<file path="src/rtl/core/rlpe_pkg.sv">
package rlpe_pkg;

    localparam int ColorWidth  = 24;
    localparam int TickWidth   = 16;
    localparam int CfgIdxWidth = 3;
    localparam int QDepth      = 2;

    localparam logic [CfgIdxWidth-1:0] CFG_ZERO_HIGH = 3'd0;
    localparam logic [CfgIdxWidth-1:0] CFG_ONE_HIGH  = 3'd1;
    localparam logic [CfgIdxWidth-1:0] CFG_ZERO_LOW  = 3'd2;
    localparam logic [CfgIdxWidth-1:0] CFG_ONE_LOW   = 3'd3;
    localparam logic [CfgIdxWidth-1:0] CFG_LATCH_LOW = 3'd4;

    localparam logic [TickWidth-1:0] RST_ZERO_HIGH = 16'd6;
    localparam logic [TickWidth-1:0] RST_ONE_HIGH  = 16'd12;
    localparam logic [TickWidth-1:0] RST_ZERO_LOW  = 16'd40;
    localparam logic [TickWidth-1:0] RST_ONE_LOW   = 16'd40;
    localparam logic [TickWidth-1:0] RST_LATCH_LOW = 16'd1700;

    typedef struct packed {
        logic                  is_latch;
        logic [ColorWidth-1:0] color;
    } t_req;

    typedef struct packed {
        logic [TickWidth-1:0] zero_high;
        logic [TickWidth-1:0] one_high;
        logic [TickWidth-1:0] zero_low;
        logic [TickWidth-1:0] one_low;
        logic [TickWidth-1:0] latch_low;
    } t_cfg;

    typedef enum logic [1:0] {
        PH_IDLE,
        PH_HIGH,
        PH_LOW
    } t_phase;

    // zero counts as one tick, then clamp to the tick counter range
    function automatic logic [TickWidth-1:0] fit_ticks(input logic [TickWidth-1:0] v,
                                                        input logic [TickWidth-1:0] max_ticks);
        logic [TickWidth-1:0] t;
        t = (v == '0) ? TickWidth'(1) : v;
        return (t > max_ticks) ? max_ticks : t;
    endfunction

endpackage

</file>
<file path="src/rtl/core/rlpe_front.sv">
module rlpe_front (
    input  logic                            i_clk,
    input  logic                            i_rst_n,
    input  logic                            i_valid,
    output logic                            o_ready,
    input  logic                            i_req_type,
    input  logic [rlpe_pkg::ColorWidth-1:0] i_color,
    output logic                            o_push,
    output rlpe_pkg::t_req                  o_req,
    input  logic                            i_q_full
);
    import rlpe_pkg::*;

    logic r_valid;
    t_req r_req;
    logic accept;

    assign o_push  = r_valid && !i_q_full;
    assign o_ready = !r_valid || !i_q_full;
    assign accept  = i_valid && o_ready;
    assign o_req   = r_req;

    always_ff @(posedge i_clk) begin
        if (!i_rst_n) begin
            r_valid <= 1'b0;
        end else if (accept) begin
            r_valid <= 1'b1;
        end else if (o_push) begin
            r_valid <= 1'b0;
        end
    end

    // latch items carry no colour
    always_ff @(posedge i_clk) begin
        if (accept) begin
            r_req.is_latch <= i_req_type;
            r_req.color    <= i_req_type ? '0 : i_color;
        end
    end

endmodule

</file>
<file path="src/rtl/core/rlpe_queue.sv">
module rlpe_queue (
    input  logic           i_clk,
    input  logic           i_rst_n,
    input  logic           i_push,
    input  rlpe_pkg::t_req i_req,
    output logic           o_full,
    input  logic           i_pop,
    output logic           o_valid,
    output rlpe_pkg::t_req o_req
);
    import rlpe_pkg::*;

    localparam int PtrW = (QDepth > 1) ? $clog2(QDepth) : 1;
    localparam int CntW = $clog2(QDepth + 1);

    t_req            r_mem [QDepth];
    logic [PtrW-1:0] r_wr_ptr;
    logic [PtrW-1:0] r_rd_ptr;
    logic [CntW-1:0] r_count;
    logic            do_push;
    logic            do_pop;

    assign o_full  = (r_count == CntW'(QDepth));
    assign o_valid = (r_count != '0);
    assign o_req   = r_mem[r_rd_ptr];
    assign do_push = i_push && !o_full;
    assign do_pop  = i_pop && o_valid;

    always_ff @(posedge i_clk) begin
        if (!i_rst_n) begin
            r_wr_ptr <= '0;
            r_rd_ptr <= '0;
            r_count  <= '0;
        end else begin
            if (do_push) begin
                r_wr_ptr <= (r_wr_ptr == PtrW'(QDepth - 1)) ? '0 : r_wr_ptr + PtrW'(1);
            end
            if (do_pop) begin
                r_rd_ptr <= (r_rd_ptr == PtrW'(QDepth - 1)) ? '0 : r_rd_ptr + PtrW'(1);
            end
            if (do_push && !do_pop) begin
                r_count <= r_count + CntW'(1);
            end else if (do_pop && !do_push) begin
                r_count <= r_count - CntW'(1);
            end
        end
    end

    always_ff @(posedge i_clk) begin
        if (do_push) begin
            r_mem[r_wr_ptr] <= i_req;
        end
    end

endmodule

</file>
<file path="src/rtl/core/rlpe_back.sv">
module rlpe_back #(
    parameter int BITS_PER_LED = 24
) (
    input  logic                           i_clk,
    input  logic                           i_rst_n,
    input  rlpe_pkg::t_cfg                 i_cfg,
    input  logic                           i_q_valid,
    input  rlpe_pkg::t_req                 i_q_req,
    output logic                           o_q_pop,
    output logic                           o_valid,
    input  logic                           i_ready,
    output logic                           o_level,
    output logic [rlpe_pkg::TickWidth-1:0] o_dur,
    output logic                           o_last
);
    import rlpe_pkg::*;

    localparam int W    = BITS_PER_LED;
    localparam int CntW = $clog2(W + 1);

    t_phase               r_phase, n_phase;
    logic [W-1:0]         r_shift, n_shift;
    logic [CntW-1:0]      r_bits, n_bits;
    logic                 r_ov, n_ov;
    logic                 r_level, n_level;
    logic [TickWidth-1:0] r_dur, n_dur;
    logic                 r_last, n_last;
    logic [W-1:0]         load;
    logic                 adv;

    // extra high bits beyond the colour word go out as zeros
    assign load = W'({8'b0, i_q_req.color});
    assign adv  = !r_ov || i_ready;

    always_ff @(posedge i_clk) begin
        if (!i_rst_n) begin
            r_phase <= PH_IDLE;
            r_ov    <= 1'b0;
            r_bits  <= '0;
        end else begin
            r_phase <= n_phase;
            r_ov    <= n_ov;
            r_bits  <= n_bits;
        end
    end

    always_ff @(posedge i_clk) begin
        r_shift <= n_shift;
        r_level <= n_level;
        r_dur   <= n_dur;
        r_last  <= n_last;
    end

    always_comb begin
        n_phase = r_phase;
        n_shift = r_shift;
        n_bits  = r_bits;
        n_ov    = r_ov;
        n_level = r_level;
        n_dur   = r_dur;
        n_last  = r_last;
        o_q_pop = 1'b0;
        if (adv) begin
            n_ov = 1'b0;
            case (r_phase)
                PH_IDLE: begin
                    if (i_q_valid) begin
                        o_q_pop = 1'b1;
                        n_ov    = 1'b1;
                        if (i_q_req.is_latch) begin
                            n_level = 1'b0;
                            n_dur   = i_cfg.latch_low;
                            n_last  = 1'b1;
                        end else begin
                            n_shift = load;
                            n_bits  = CntW'(W);
                            n_level = 1'b1;
                            n_dur   = load[W-1] ? i_cfg.one_high : i_cfg.zero_high;
                            n_last  = 1'b0;
                            n_phase = PH_LOW;
                        end
                    end
                end
                PH_HIGH: begin
                    n_ov    = 1'b1;
                    n_level = 1'b1;
                    n_dur   = r_shift[W-1] ? i_cfg.one_high : i_cfg.zero_high;
                    n_last  = 1'b0;
                    n_phase = PH_LOW;
                end
                PH_LOW: begin
                    n_ov    = 1'b1;
                    n_level = 1'b0;
                    n_dur   = r_shift[W-1] ? i_cfg.one_low : i_cfg.zero_low;
                    n_last  = (r_bits == CntW'(1));
                    n_shift = r_shift << 1;
                    n_bits  = r_bits - CntW'(1);
                    n_phase = (r_bits == CntW'(1)) ? PH_IDLE : PH_HIGH;
                end
                default: begin
                    n_phase = PH_IDLE;
                end
            endcase
        end
    end

    assign o_valid = r_ov;
    assign o_level = r_level;
    assign o_dur   = r_dur;
    assign o_last  = r_last;

endmodule

</file>
<file path="src/rtl/core/rgb_led_pulse_encoder_top.sv">
// channel   dir  handshake                       payload
// s_axis    in   i_s_axis_tvalid/o_s_axis_tready tdata colour, tuser request kind
// m_axis    out  o_m_axis_tvalid/i_m_axis_tready tdata level and duration, tlast
// cfg       in   i_cfg_we                        i_cfg_idx, i_cfg_wdata
//
// a colour item gives 2*BITS_PER_LED segments, 48 at defaults, one per cycle unless stalled
// a latch item gives one segment; the segment serializer sets the rate
// a two-entry queue between intake and serializer keeps items flowing back to back
// reset is synchronous, active low, and restores the register defaults
// a stalled output holds its segment; intake accepts until queue and intake register fill
module rgb_led_pulse_encoder_top #(
    parameter int BITS_PER_LED     = 24,
    parameter int TICK_COUNT_WIDTH = 16
) (
    input  logic                              i_clk,
    input  logic                              i_rst_n,
    input  logic                              i_s_axis_tvalid,
    output logic                              o_s_axis_tready,
    input  logic [23:0]                       i_s_axis_tdata,  // color_word
    input  logic                              i_s_axis_tuser,  // req_type
    output logic                              o_m_axis_tvalid,
    input  logic                              i_m_axis_tready,
    output logic [23:0]                       o_m_axis_tdata,  // line_level, duration_ticks
    output logic                              o_m_axis_tlast,
    input  logic                              i_cfg_we,
    input  logic [rlpe_pkg::CfgIdxWidth-1:0]  i_cfg_idx,
    input  logic [rlpe_pkg::TickWidth-1:0]    i_cfg_wdata
);
    import rlpe_pkg::*;

    localparam logic [TickWidth-1:0] MaxTicks = (TICK_COUNT_WIDTH >= TickWidth) ?
        {TickWidth{1'b1}} : TickWidth'((32'd1 << TICK_COUNT_WIDTH) - 32'd1);

    t_cfg                 r_cfg;
    t_req                 front_req;
    t_req                 q_req;
    logic                 push;
    logic                 q_full;
    logic                 q_valid;
    logic                 q_pop;
    logic                 level;
    logic [TickWidth-1:0] dur;

    always_ff @(posedge i_clk) begin
        if (!i_rst_n) begin
            r_cfg.zero_high <= fit_ticks(RST_ZERO_HIGH, MaxTicks);
            r_cfg.one_high  <= fit_ticks(RST_ONE_HIGH, MaxTicks);
            r_cfg.zero_low  <= fit_ticks(RST_ZERO_LOW, MaxTicks);
            r_cfg.one_low   <= fit_ticks(RST_ONE_LOW, MaxTicks);
            r_cfg.latch_low <= fit_ticks(RST_LATCH_LOW, MaxTicks);
        end else if (i_cfg_we) begin
            case (i_cfg_idx)
                CFG_ZERO_HIGH: r_cfg.zero_high <= fit_ticks(i_cfg_wdata, MaxTicks);
                CFG_ONE_HIGH:  r_cfg.one_high  <= fit_ticks(i_cfg_wdata, MaxTicks);
                CFG_ZERO_LOW:  r_cfg.zero_low  <= fit_ticks(i_cfg_wdata, MaxTicks);
                CFG_ONE_LOW:   r_cfg.one_low   <= fit_ticks(i_cfg_wdata, MaxTicks);
                CFG_LATCH_LOW: r_cfg.latch_low <= fit_ticks(i_cfg_wdata, MaxTicks);
                default: begin
                end
            endcase
        end
    end

    rlpe_front u_front (
        .i_clk      (i_clk),
        .i_rst_n    (i_rst_n),
        .i_valid    (i_s_axis_tvalid),
        .o_ready    (o_s_axis_tready),
        .i_req_type (i_s_axis_tuser),
        .i_color    (i_s_axis_tdata),
        .o_push     (push),
        .o_req      (front_req),
        .i_q_full   (q_full)
    );

    rlpe_queue u_queue (
        .i_clk   (i_clk),
        .i_rst_n (i_rst_n),
        .i_push  (push),
        .i_req   (front_req),
        .o_full  (q_full),
        .i_pop   (q_pop),
        .o_valid (q_valid),
        .o_req   (q_req)
    );

    rlpe_back #(
        .BITS_PER_LED (BITS_PER_LED)
    ) u_back (
        .i_clk     (i_clk),
        .i_rst_n   (i_rst_n),
        .i_cfg     (r_cfg),
        .i_q_valid (q_valid),
        .i_q_req   (q_req),
        .o_q_pop   (q_pop),
        .o_valid   (o_m_axis_tvalid),
        .i_ready   (i_m_axis_tready),
        .o_level   (level),
        .o_dur     (dur),
        .o_last    (o_m_axis_tlast)
    );

    assign o_m_axis_tdata = {7'b0, dur, level};

endmodule
</file>
<file path="config.mk">
export PLATFORM = sky130hd
export DESIGN_NAME = rgb_led_pulse_encoder_top
export DESIGN_NICKNAME = d
export VERILOG_FILES = /design/src/rtl/core/rlpe_pkg.sv /design/src/rtl/core/rlpe_front.sv /design/src/rtl/core/rlpe_queue.sv /design/src/rtl/core/rlpe_back.sv /design/src/rtl/core/rgb_led_pulse_encoder_top.sv
export SDC_FILE = /design/constraint.sdc
export NUM_CORES = 1
export LEC_CHECK = 0
export ABC_AREA = 1
export BUFFER_PORTS_ARGS = -buffer_cell sky130_fd_sc_hd__buf_2
export CAP_MARGIN = 20
export CORE_MARGIN = 2
export CORE_UTILIZATION = 50
export DETAILED_ROUTE_END_ITERATION = 16
export PLACE_DENSITY = 0.69
export RECOVER_POWER = 100
export SYNTH_ARGS = -nofsm -noshare
export SYNTH_HDL_FRONTEND = slang
export SYNTH_HIERARCHICAL = 1
export SYNTH_SLANG_ARGS = --single-unit
</file>
<file path="constraint.sdc">
create_clock -name i_clk -period 6.7 [get_ports i_clk]
set_input_delay 1.34 -clock i_clk [delete_from_list [all_inputs] [get_ports i_clk]]
set_output_delay 1.34 -clock i_clk [all_outputs]
set_load 0.005 [all_outputs]
</file>
==> results of run 1 <==
## cell type report
| class | instances | area share [%] |
|---|---|---|
| sequential | 211 | 52.6 |
| clock buffer | 30 | 6.16 |
| timing repair buffer | 79 | 3.70 |
| clock inverter | 11 | 0.708 |
| tap | 229 | 2.79 |
| multi-input combinational | 692 | 31.3 |
| inverter | 75 | 2.75 |
## worst paths after layout
kind	end	cells after the start	startpoint	slack, ns
worst max-delay path	r_cfg[9]$_SDFFE_PN1P_	5	i_rst_n	2.30
worst min register to register	u_queue/r_mem[0][15]$_DFFE_PP_	0	u_front/o_req[15]$_SDFFCE_PP0P_	0.44
worst max register to register	u_back/o_dur[9]$_DFFE_PP_	7	flip-flop	2.79
worst min-delay path	u_queue/r_mem[0][15]$_DFFE_PP_	0	u_front/o_req[15]$_SDFFCE_PP0P_	0.44
## power by group
part	leakage, nW	internal [W]	switching, W	total [W]
registers	1.88	0.00169	0.0000760	0.00177
logic	2.08	0.000335	0.000771	0.00111
clock network	0.351	0.000669	0.000499	0.00117
## through the flow
| stage | cell area [µm²] | hold WS, ns | worst slack, ns | instances |
|---|---|---|---|---|
| 5_1_grt | 10300 | 0.454 | 1.93 | 1327 |
| 4_1_cts | 10300 | 0.445 | 3.78 | 1327 |
| 3_3_place_gp | 9610 | 0.423 | 3.27 | 1286 |
| 3_5_place_dp | 9610 | 0.434 | 3.25 | 1286 |
| 6_report | 10300 | 0.445 | 2.30 | 1327 |
| 2_1_floorplan | 9260 | 0.421 | 3.66 | 1030 |
## state kept, by name (all words and copies together) (netlist names), 2 cells and up, named ones only
register         cells
r_cfg               80
u_queue/r_mem       50
u_front/o_req       25
u_back/r_shift      24
u_back/o_dur        16
u_back/r_bits        5
u_back/r_phase       2
u_queue/r_count      2
## logic make-up after synthesis
kind of cell / count (synthesis) / share of synthesized area, %
adders and majority gates: 8 / 1.08
DFF: 211 / 58.4
and+or+nand+nor: 513 / 21.9
AOI/OAI and AO/OA: 138 / 7.56
muxes: 25 / 3.86
buffers and inverters: 127 / 7.06
other: 1 / 0.0406
xor gates and xnor gates: 1 / 0.0948
## critical path, cell delays in order
cell and delay [ns]:
clkbuf_1 1.31, clkinv_1 1.06, clkbuf_1 0.66, a21oi_1 0.28, o21ai_0 0.10
## layer usage
| metal | vias up | share of wire (%) | GRT usage, % |
|---|---|---|---|
| met5 | - | 0 | 0 |
| met4 | 0 | 1.1 | 5.47 |
| met3 | 19 | 8.0 | 3.18 |
| met2 | 261 | 46 | 33.4 |
| met1 | 3230 | 45 | 29.8 |
| li1 | 3419 | - | - |
## cells in the mapped netlist, drive strengths merged (2+ instances only)
cell / number / area, µm²
nand4: 2 / 18.8
nand2: 308 / 1160
buf: 40 / 324
clkbuf: 12 / 46.3
mux2: 25 / 357
nand3: 40 / 205
edfxtp: 117 / 3510
nor2: 162 / 623
a21oi: 54 / 270
dfxtp: 94 / 1880
inv: 74 / 278
o21ai: 82 / 414
ha: 8 / 100
==> results.sh, run 1 <==
export IMPL_die_height_um=140
export IMPL_htreeDepth=1
export IMPL_grt_pass1_wl_um=33000
export IMPL_clock_latency_ns=0.50
export IMPL_powerDensity_nw_per_um2=394
export IMPL_fin_nets=1139
export IMPL_max_cap_viol_count=5
export IMPL_finalClockSkew_ns=0.00904
export IMPL_io_pins=76
export IMPL_cts_tree="yes"
export IMPL_hold_viol=0
export IMPL_ir_drop_uv=261
export IMPL_ctsHoldBuffers=0
export IMPL_drc=0
export IMPL_post_cts_resized=0
export IMPL_cp_start_kind="input port"
export IMPL_root_buffer="clkbuf_16"
export IMPL_start_util_pct=51.2
export IMPL_slew_headroom_pct=-25.4
export IMPL_cts_inserted_buffers=23
export IMPL_cts_sinks=211
export IMPL_multi_input_area_um2=3210
export IMPL_worst_slew_pin_slew_ns=1.88
export IMPL_cts_path_max_buffers=3
export IMPL_ys_types=33
export IMPL_worstPathRequired_ns=7.08
export IMPL_io_buffers=68
export IMPL_routedWlPerCell_um=15.5
export IMPL_setup_viol=0
export IMPL_grt_max_degree=47
export IMPL_antenna_found_initial=0
export IMPL_status="finished, violations left"
export IMPL_rsz0062_at_grt="no"
export IMPL_die_area_um2=19600
export IMPL_final_seq_area_um2=5400
export IMPL_post_route_period_util_pct=65.7
export IMPL_cts_setup_buffers=0
export IMPL_drtIter0Drc=638
export IMPL_grt_pass1_vias=6470
export IMPL_syn_avg_cell_area_um2=9.02
export IMPL_via_per_inst=5.22
export IMPL_drv_slew=149
export IMPL_ys_ff_latch=211
export IMPL_post_route_util_pct=56.9
export IMPL_mostFrequentLayoutCell="nand2_1"
export IMPL_rows=49
export IMPL_synthToLayoutAreaGrowth_pct=11.0
export IMPL_ys_async_sr_fraction_pct=0
export IMPL_drive_gt1_share_pct=12.2
export IMPL_mostFrequentLayoutCells="nand2_1 (308), nor2_1 (156), edfxtp_1 (117)"
export IMPL_layout_min_cycle_time_ns=4.40
export IMPL_min_path_type="flip-flop to flip-flop"
export IMPL_vias=6929
export IMPL_ys_flop_type="edfxtp_1"
export IMPL_yosysSeqAreaShare_pct=58.4
export IMPL_totalPowerFinal_w=0.00404
export IMPL_p_leak_nw=4.31
export IMPL_antenna_cells=0
export IMPL_fill_cells=1594
export IMPL_violations="max-capacitance violations, max-slew violations"
export IMPL_ys_warn_count=6
export IMPL_first_pass_iters=6
export IMPL_crit_arrival_ns=4.78
export IMPL_critical_path_class="input port to flip-flop"
export IMPL_globalplace_congestion=0.820
export IMPL_clk_pin_slew_worst_paths_ns=0.06
export IMPL_grt_overflow_total=0
export IMPL_hpwlAfterDp_um=12400
export IMPL_grt_total_usage_pct=20.8
export IMPL_synth_enable_flop_cells=117
export IMPL_syn_cell_area_um2=9240
export IMPL_core_area_um2=18000
export IMPL_die_w_um=140
export IMPL_wl_um=20600
export IMPL_fmax_mhz=227
export IMPL_crit_path_max_fanout=46
export IMPL_end_kind="flip-flop"
export IMPL_netlist_instances=1024
export IMPL_ant_nets=0
export IMPL_fin_tns_setup_ns=0
Note: power is estimated with default switching activity, not from simulation.
==> inputs of run 2 (changes only) <==
==> constraint.sdc (replaced) <==
create_clock -name i_clk -period 4.1 [get_ports i_clk]
set_input_delay 0.82 -clock i_clk [delete_from_list [all_inputs] [get_ports i_clk]]
set_output_delay 0.82 -clock i_clk [all_outputs]
set_load 0.005 [all_outputs]
==> run 2 against run 1 <==
- the flow still finishes with violations (max-capacitance violations, max-slew violations)
- first-iteration DRC count grew 8.8%
- flip-flop and latch count stayed put
- via count increased by 1.6%
- total power is 61% higher
- critical path depth is 2 higher
- core utilization shrank 0.22 points
- clock power is 53% higher
- critical path type unchanged
- largest power group unchanged
==> results.sh, run 2 (synthesis results as in run 1) <==
export IMPL_status="finished, violations left"
export IMPL_violations="max-capacitance violations, max-slew violations"
export IMPL_worstPathRequired_ns=4.54
export IMPL_max_cap_viol_count=2
export IMPL_final_area_um2=10200
export IMPL_largest_reg_flops=80
export IMPL_core_area_um2=18000
export IMPL_post_cts_resized=0
export IMPL_io_buffers=68
export IMPL_hold_viol=0
export IMPL_cts_setup_buffers=0
export IMPL_setup_viol=0
export IMPL_post_route_period_util_pct=73.9
export IMPL_ctsHoldBuffers=0
export IMPL_powerDensity_nw_per_um2=638
export IMPL_grt_pass1_vias=6637
export IMPL_reg2reg_from="u_back/r_phase[0]$_SDFFE_PN0P_"
export IMPL_finalClockSkew_ns=0.0129
export IMPL_grt_max_degree=47
export IMPL_largest_register="r_cfg"
export IMPL_cts_path_max_buffers=3
export IMPL_drv_slew=72
export IMPL_drc=0
export IMPL_p_leak_nw=4.29
export IMPL_routedWlPerCell_um=15.8
export IMPL_cp_start_kind="input port"
export IMPL_io_pins=76
export IMPL_cpPeakStageDelay_ns=1.43
export IMPL_crit_arrival_ns=3.47
export IMPL_slew_headroom_pct=-34.4
export IMPL_crit_path_max_fanout=46
export IMPL_min_delay_path_depth=0
export IMPL_vias=7037
export IMPL_timing_rr_end="u_back/r_bits[2]$_SDFFE_PN0P_"
export IMPL_hold_path_endpoint="u_queue/r_mem[1][16]$_DFFE_PP_"
export IMPL_slowest_stage="clkbuf_1"
export IMPL_ff2ff_setup_slack_ns=1.29
export IMPL_fmax_mhz=330
export IMPL_min_path_type="flip-flop to flip-flop"
export IMPL_synthToLayoutAreaGrowth_pct=10.6
export IMPL_grt_total_usage_pct=21.6
export IMPL_placement_cell_area_um2=9620
export IMPL_critical_path_class="input port to flip-flop"
export IMPL_die_height_um=140
export IMPL_drtIter0Drc=694
export IMPL_rows=49
export IMPL_antenna_cells=0
export IMPL_root_buffer="clkbuf_16"
export IMPL_path_cells="buf_2, clkbuf_1, clkinv_1, clkbuf_1, a21oi_1, nand2_1, inv_1"
export IMPL_fin_nets=1141
export IMPL_end_kind="flip-flop"
export IMPL_multi_input_area_um2=3210
export IMPL_final_seq_area_um2=5400
export IMPL_worst_slew_pin_slew_ns=2.02
export IMPL_mostFrequentLayoutCell="nand2_1"
export IMPL_fin_ws_ns=1.07
export IMPL_layout_min_cycle_time_ns=3.03
export IMPL_rsz0062_at_grt="no"
export IMPL_via_per_inst=5.30
export IMPL_start_util_pct=51.2
export IMPL_grt_pass1_wl_um=34000
export IMPL_first_pass_iters=6
export IMPL_totalPowerFinal_w=0.00651
export IMPL_mostFrequentLayoutCells="nand2_1 (308), nor2_1 (158), edfxtp_1 (117)"
export IMPL_antenna_found_initial=0
export IMPL_htreeDepth=1
export IMPL_ant_nets=0
export IMPL_min_from="u_front/o_req[16]$_SDFFCE_PP0P_"
export IMPL_die_area_um2=19600
export IMPL_wl_um=21000
export IMPL_clock_latency_ns=0.50
export IMPL_grt_overflow_total=0
export IMPL_die_w_um=140
export IMPL_globalplace_congestion=0.829
export IMPL_ff2ff_path_depth=7
export IMPL_drive_gt1_share_pct=11.9
export IMPL_ir_drop_uv=452
export IMPL_hpwlAfterDp_um=12500
export IMPL_cts_inserted_buffers=22
export IMPL_dp_slack_ns=1.63
export IMPL_clk_pin_slew_worst_paths_ns=0.06
export IMPL_fin_tns_setup_ns=0
export IMPL_cts_tree="yes"
export IMPL_fill_cells=1651
export IMPL_cts_sinks=211
export IMPL_crit_top_cell="clkbuf_1"
run 2: cell types whose count changed in the layout (fill, tap and decap cells not counted), moves of 3 or more:
cell,previous run,this run
buf_2,57,63
clkinv_1,1,4
buf_4,3,6
clkinv_2,6,0
run 2: stage by stage:
step / hold slack [ns] / instances / utilization (%)
floorplan: 0.421 / 1030 / -
global placement: 0.422 / 1288 / 53.4
detailed placement: 0.431 / 1288 / 53.4
CTS: 0.439 / 1327 / 56.9
global route: 0.447 / 1328 / 56.7
finish: 0.436 / 1328 / 56.7
run 2: how the worst max path moves through the flow:
stage | startpoint | endpoint | slack, ns | depth (start not counted)
after floorplan | i_s_axis_tvalid | u_front/o_req[0]$_SDFFCE_PP0P_ | 1.58 | 2
after global placement | flip-flop | u_back/r_shift[14]$_DFFE_PP_ | 1.66 | 6
after detailed placement | flip-flop | u_back/r_bits[2]$_SDFFE_PN0P_ | 1.63 | 8
after CTS | flip-flop | u_back/r_bits[2]$_SDFFE_PN0P_ | 1.62 | 8
after global routing | i_rst_n | r_cfg[16]$_SDFFE_PN0P_ | 0.81 | 7
final | i_rst_n | r_cfg[16]$_SDFFE_PN0P_ | 1.07 | 7
run 2: where the power goes:
group	internal, W	switching [W]	total (W)	leakage [nW]
combinational	0.000551	0.00127	0.00182	2.11
clock	0.00102	0.000774	0.00179	0.304
sequential	0.00276	0.000138	0.00290	1.88
run 2: area by class of cell:
type,instances,area share [%]
inverter,75,2.76
timing repair buffer,82,4.01
tap,229,2.80
multi-input combinational,692,31.4
sequential,211,52.8
clock inverter,4,0.269
clock buffer,35,5.97
run 2: metal layers:
layer,routed length (µm),track usage (%),vias to the layer above,share of wire [%]
met4,469,6.05,0,2.2
met2,9500,35.4,270,45
met3,1610,3.35,35,7.7
met5,0,0,-,0
li1,-,-,3425,-
met1,9390,30.2,3307,45
run 2: worst max-delay path: cells and delay by family:
family | cells | cell delay [ns]
AOI/OAI and AO/OA | 1 | 0.25
buffers and inverters | 5 | 2.30
and+or+nand+nor | 1 | 0.07
==> inputs of run 3 (changes only) <==
--- a/config.mk
+++ b/config.mk
@@ -11,7 +11,7 @@
 export CORE_MARGIN = 2
 export CORE_UTILIZATION = 50
 export DETAILED_ROUTE_END_ITERATION = 16
-export PLACE_DENSITY = 0.69
+export PLACE_DENSITY = 0.71
 export RECOVER_POWER = 100
 export SYNTH_ARGS = -nofsm -noshare
 export SYNTH_HDL_FRONTEND = slang
==> constraint.sdc (replaced) <==
create_clock -name i_clk -period 2.58 [get_ports i_clk]
set_input_delay 0.516 -clock i_clk [delete_from_list [all_inputs] [get_ports i_clk]]
set_output_delay 0.516 -clock i_clk [all_outputs]
set_load 0.005 [all_outputs]
==> run 3 against run 2 <==
- the flow now finishes without violations
- worst hold slack got worse by 0.13 ns
- global-route usage decreased by 0.31 points
- total power increased by 63%
- worst setup slack got worse by 0.71 ns
- clock-buffer cell count decreased by 3
- wire length decreased by 0.89%
- clock power increased by 72%
- register-to-register slack got worse by 0.90 ns
- core utilization increased by 0.45 points
- die area unchanged
- via count decreased by 0.68%
- largest power group unchanged
- highest routed layer unchanged
==> results.sh, run 3 (synthesis results as in run 1) <==
export IMPL_die_height_um=140
export IMPL_post_cts_resized=0
export IMPL_multi_input_area_um2=3210
export IMPL_grt_pass1_vias=6719
export IMPL_drive_gt1_share_pct=12.1
export IMPL_crit_path_max_fanout=18
export IMPL_path_cells="clkbuf_1, inv_1, nand4_2, clkbuf_1, inv_1, nor2_1, nor2_1, nand2_1, inv_1"
export IMPL_hpwlAfterDp_um=12600
export IMPL_mostFrequentLayoutCells="nand2_1 (308), nor2_1 (157), edfxtp_1 (117)"
export IMPL_io_buffers=68
export IMPL_antenna_cells=0
export IMPL_cts_tree="yes"
export IMPL_via_per_inst=5.25
export IMPL_ir_drop_uv=695
export IMPL_antenna_found_initial=0
export IMPL_drc=0
export IMPL_grt_max_degree=46
export IMPL_grt_pass1_wl_um=34000
export IMPL_largest_reg_flops=80
export IMPL_met2_usage_pct=35.1
export IMPL_grt_overflow_total=0
export IMPL_crit_arrival_ns=2.61
export IMPL_cpPeakStageDelay_ns=0.71
export IMPL_vias=6989
export IMPL_fmax_mhz=450
export IMPL_crit_top_cell="inv_1"
export IMPL_critical_path_class="input port to flip-flop"
export IMPL_rsz0062_at_grt="no"
export IMPL_setup_viol=0
export IMPL_first_pass_iters=5
export IMPL_powerDensity_nw_per_um2=1030
export IMPL_start_util_pct=51.2
export IMPL_grt_busiest_layer="met2"
export IMPL_rows=49
export IMPL_synthToLayoutAreaGrowth_pct=11.5
export IMPL_root_buffer="clkbuf_16"
export IMPL_io_pins=76
export IMPL_routedWlPerCell_um=15.6
export IMPL_end_kind="flip-flop"
export IMPL_fin_nets=1145
export IMPL_hold_viol=0
export IMPL_worstPathRequired_ns=2.97
export IMPL_die_area_um2=19600
export IMPL_use_met1_pct=28.6
export IMPL_core_area_um2=18000
export IMPL_drtIter0Drc=681
export IMPL_die_w_um=140
export IMPL_layout_min_cycle_time_ns=2.22
export IMPL_htreeDepth=1
export IMPL_status="finished, final reports clean"
export IMPL_ctsHoldBuffers=0
export IMPL_slowest_stage="clkbuf_1"
export IMPL_max_cap_viol_count=0
export IMPL_cts_sinks=211
export IMPL_p_leak_nw=4.33
export IMPL_cts_path_max_buffers=3
export IMPL_globalplace_congestion=0.840
export IMPL_largest_register="r_cfg"
export IMPL_mostFrequentLayoutCell="nand2_1"
export IMPL_clk_pin_slew_worst_paths_ns=0.06
export IMPL_clock_latency_ns=0.49
export IMPL_cts_inserted_buffers=23
export IMPL_wl_um=20800
export IMPL_slew_headroom_pct=6.95
export IMPL_fin_tns_setup_ns=0
export IMPL_min_path_type="input port to flip-flop"
export IMPL_finalClockSkew_ns=0.0136
export IMPL_post_route_period_util_pct=86.2
export IMPL_ant_nets=0
export IMPL_worst_slew_pin_slew_ns=1.40
export IMPL_drv_slew=0
export IMPL_grt_total_usage_pct=21.3
export IMPL_final_seq_area_um2=5400
export IMPL_cp_start_kind="input port"
export IMPL_fill_cells=1622
export IMPL_grtUsageMet3_pct=3.25
export IMPL_holdWs_ns=0.305
export IMPL_cts_setup_buffers=0
-- run 3: layout make-up --
class	count	share of cell area (%)
multi-input combinational	692	31.2
timing repair buffer	85	4.02
clock inverter	8	0.644
tap	229	2.78
inverter	75	2.73
sequential	211	52.4
clock buffer	32	6.22
-- run 3: report_power, final --
part / switching (W) / internal (W)
logic: 0.00200 / 0.000876
clock network: 0.00125 / 0.00183
registers: 0.000245 / 0.00439
-- run 3: worst paths after layout --
path | from | slack (ns) | cells past startpoint | end
max reg2reg | u_back/r_phase[1]$_SDFFE_PN0P_ | 0.39 | 4 | u_back/o_last$_DFFE_PP_
max | i_cfg_idx[1] | 0.36 | 9 | r_cfg[0]$_SDFFE_PN0P_
min reg2reg | u_front/o_req[13]$_SDFFCE_PP0P_ | 0.44 | 0 | u_queue/r_mem[1][13]$_DFFE_PP_
min | i_s_axis_tdata[11] | 0.30 | 3 | u_front/o_req[11]$_SDFFCE_PP0P_
-- run 3: through the flow --
step | setup WS [ns] | util, % | cell area, µm² | std cells | total power [W]
final | 0.356 | 57.1 | 10300 | 1332 | 0.0106
after global routing | 0.199 | 57.1 | 10300 | 1332 | 0.0112
after CTS | 0.547 | 57.5 | 10400 | 1332 | 0.0107
after detailed placement | 0.594 | 53.6 | 9650 | 1292 | 0.00759
after global placement | 0.646 | 53.6 | 9650 | 1292 | 0.00753
after floorplan | 0.363 | - | 9260 | 1030 | 0.00672
-- run 3: critical path, delay by kind of cell --
kind	cells	cell delay [ns]
buf+inv	5	1.64
simple gates	4	0.44
-- run 3: per-layer routing --
| metal | vias to the layer above | share of wire [%] | wire length [µm] |
|---|---|---|---|
| met2 | 291 | 47 | 9680 |
| met1 | 3213 | 43 | 8940 |
| met4 | 0 | 2.7 | 556 |
| li1 | 3433 | - | - |
| met5 | - | 0 | 0 |
| met3 | 52 | 7.7 | 1600 |
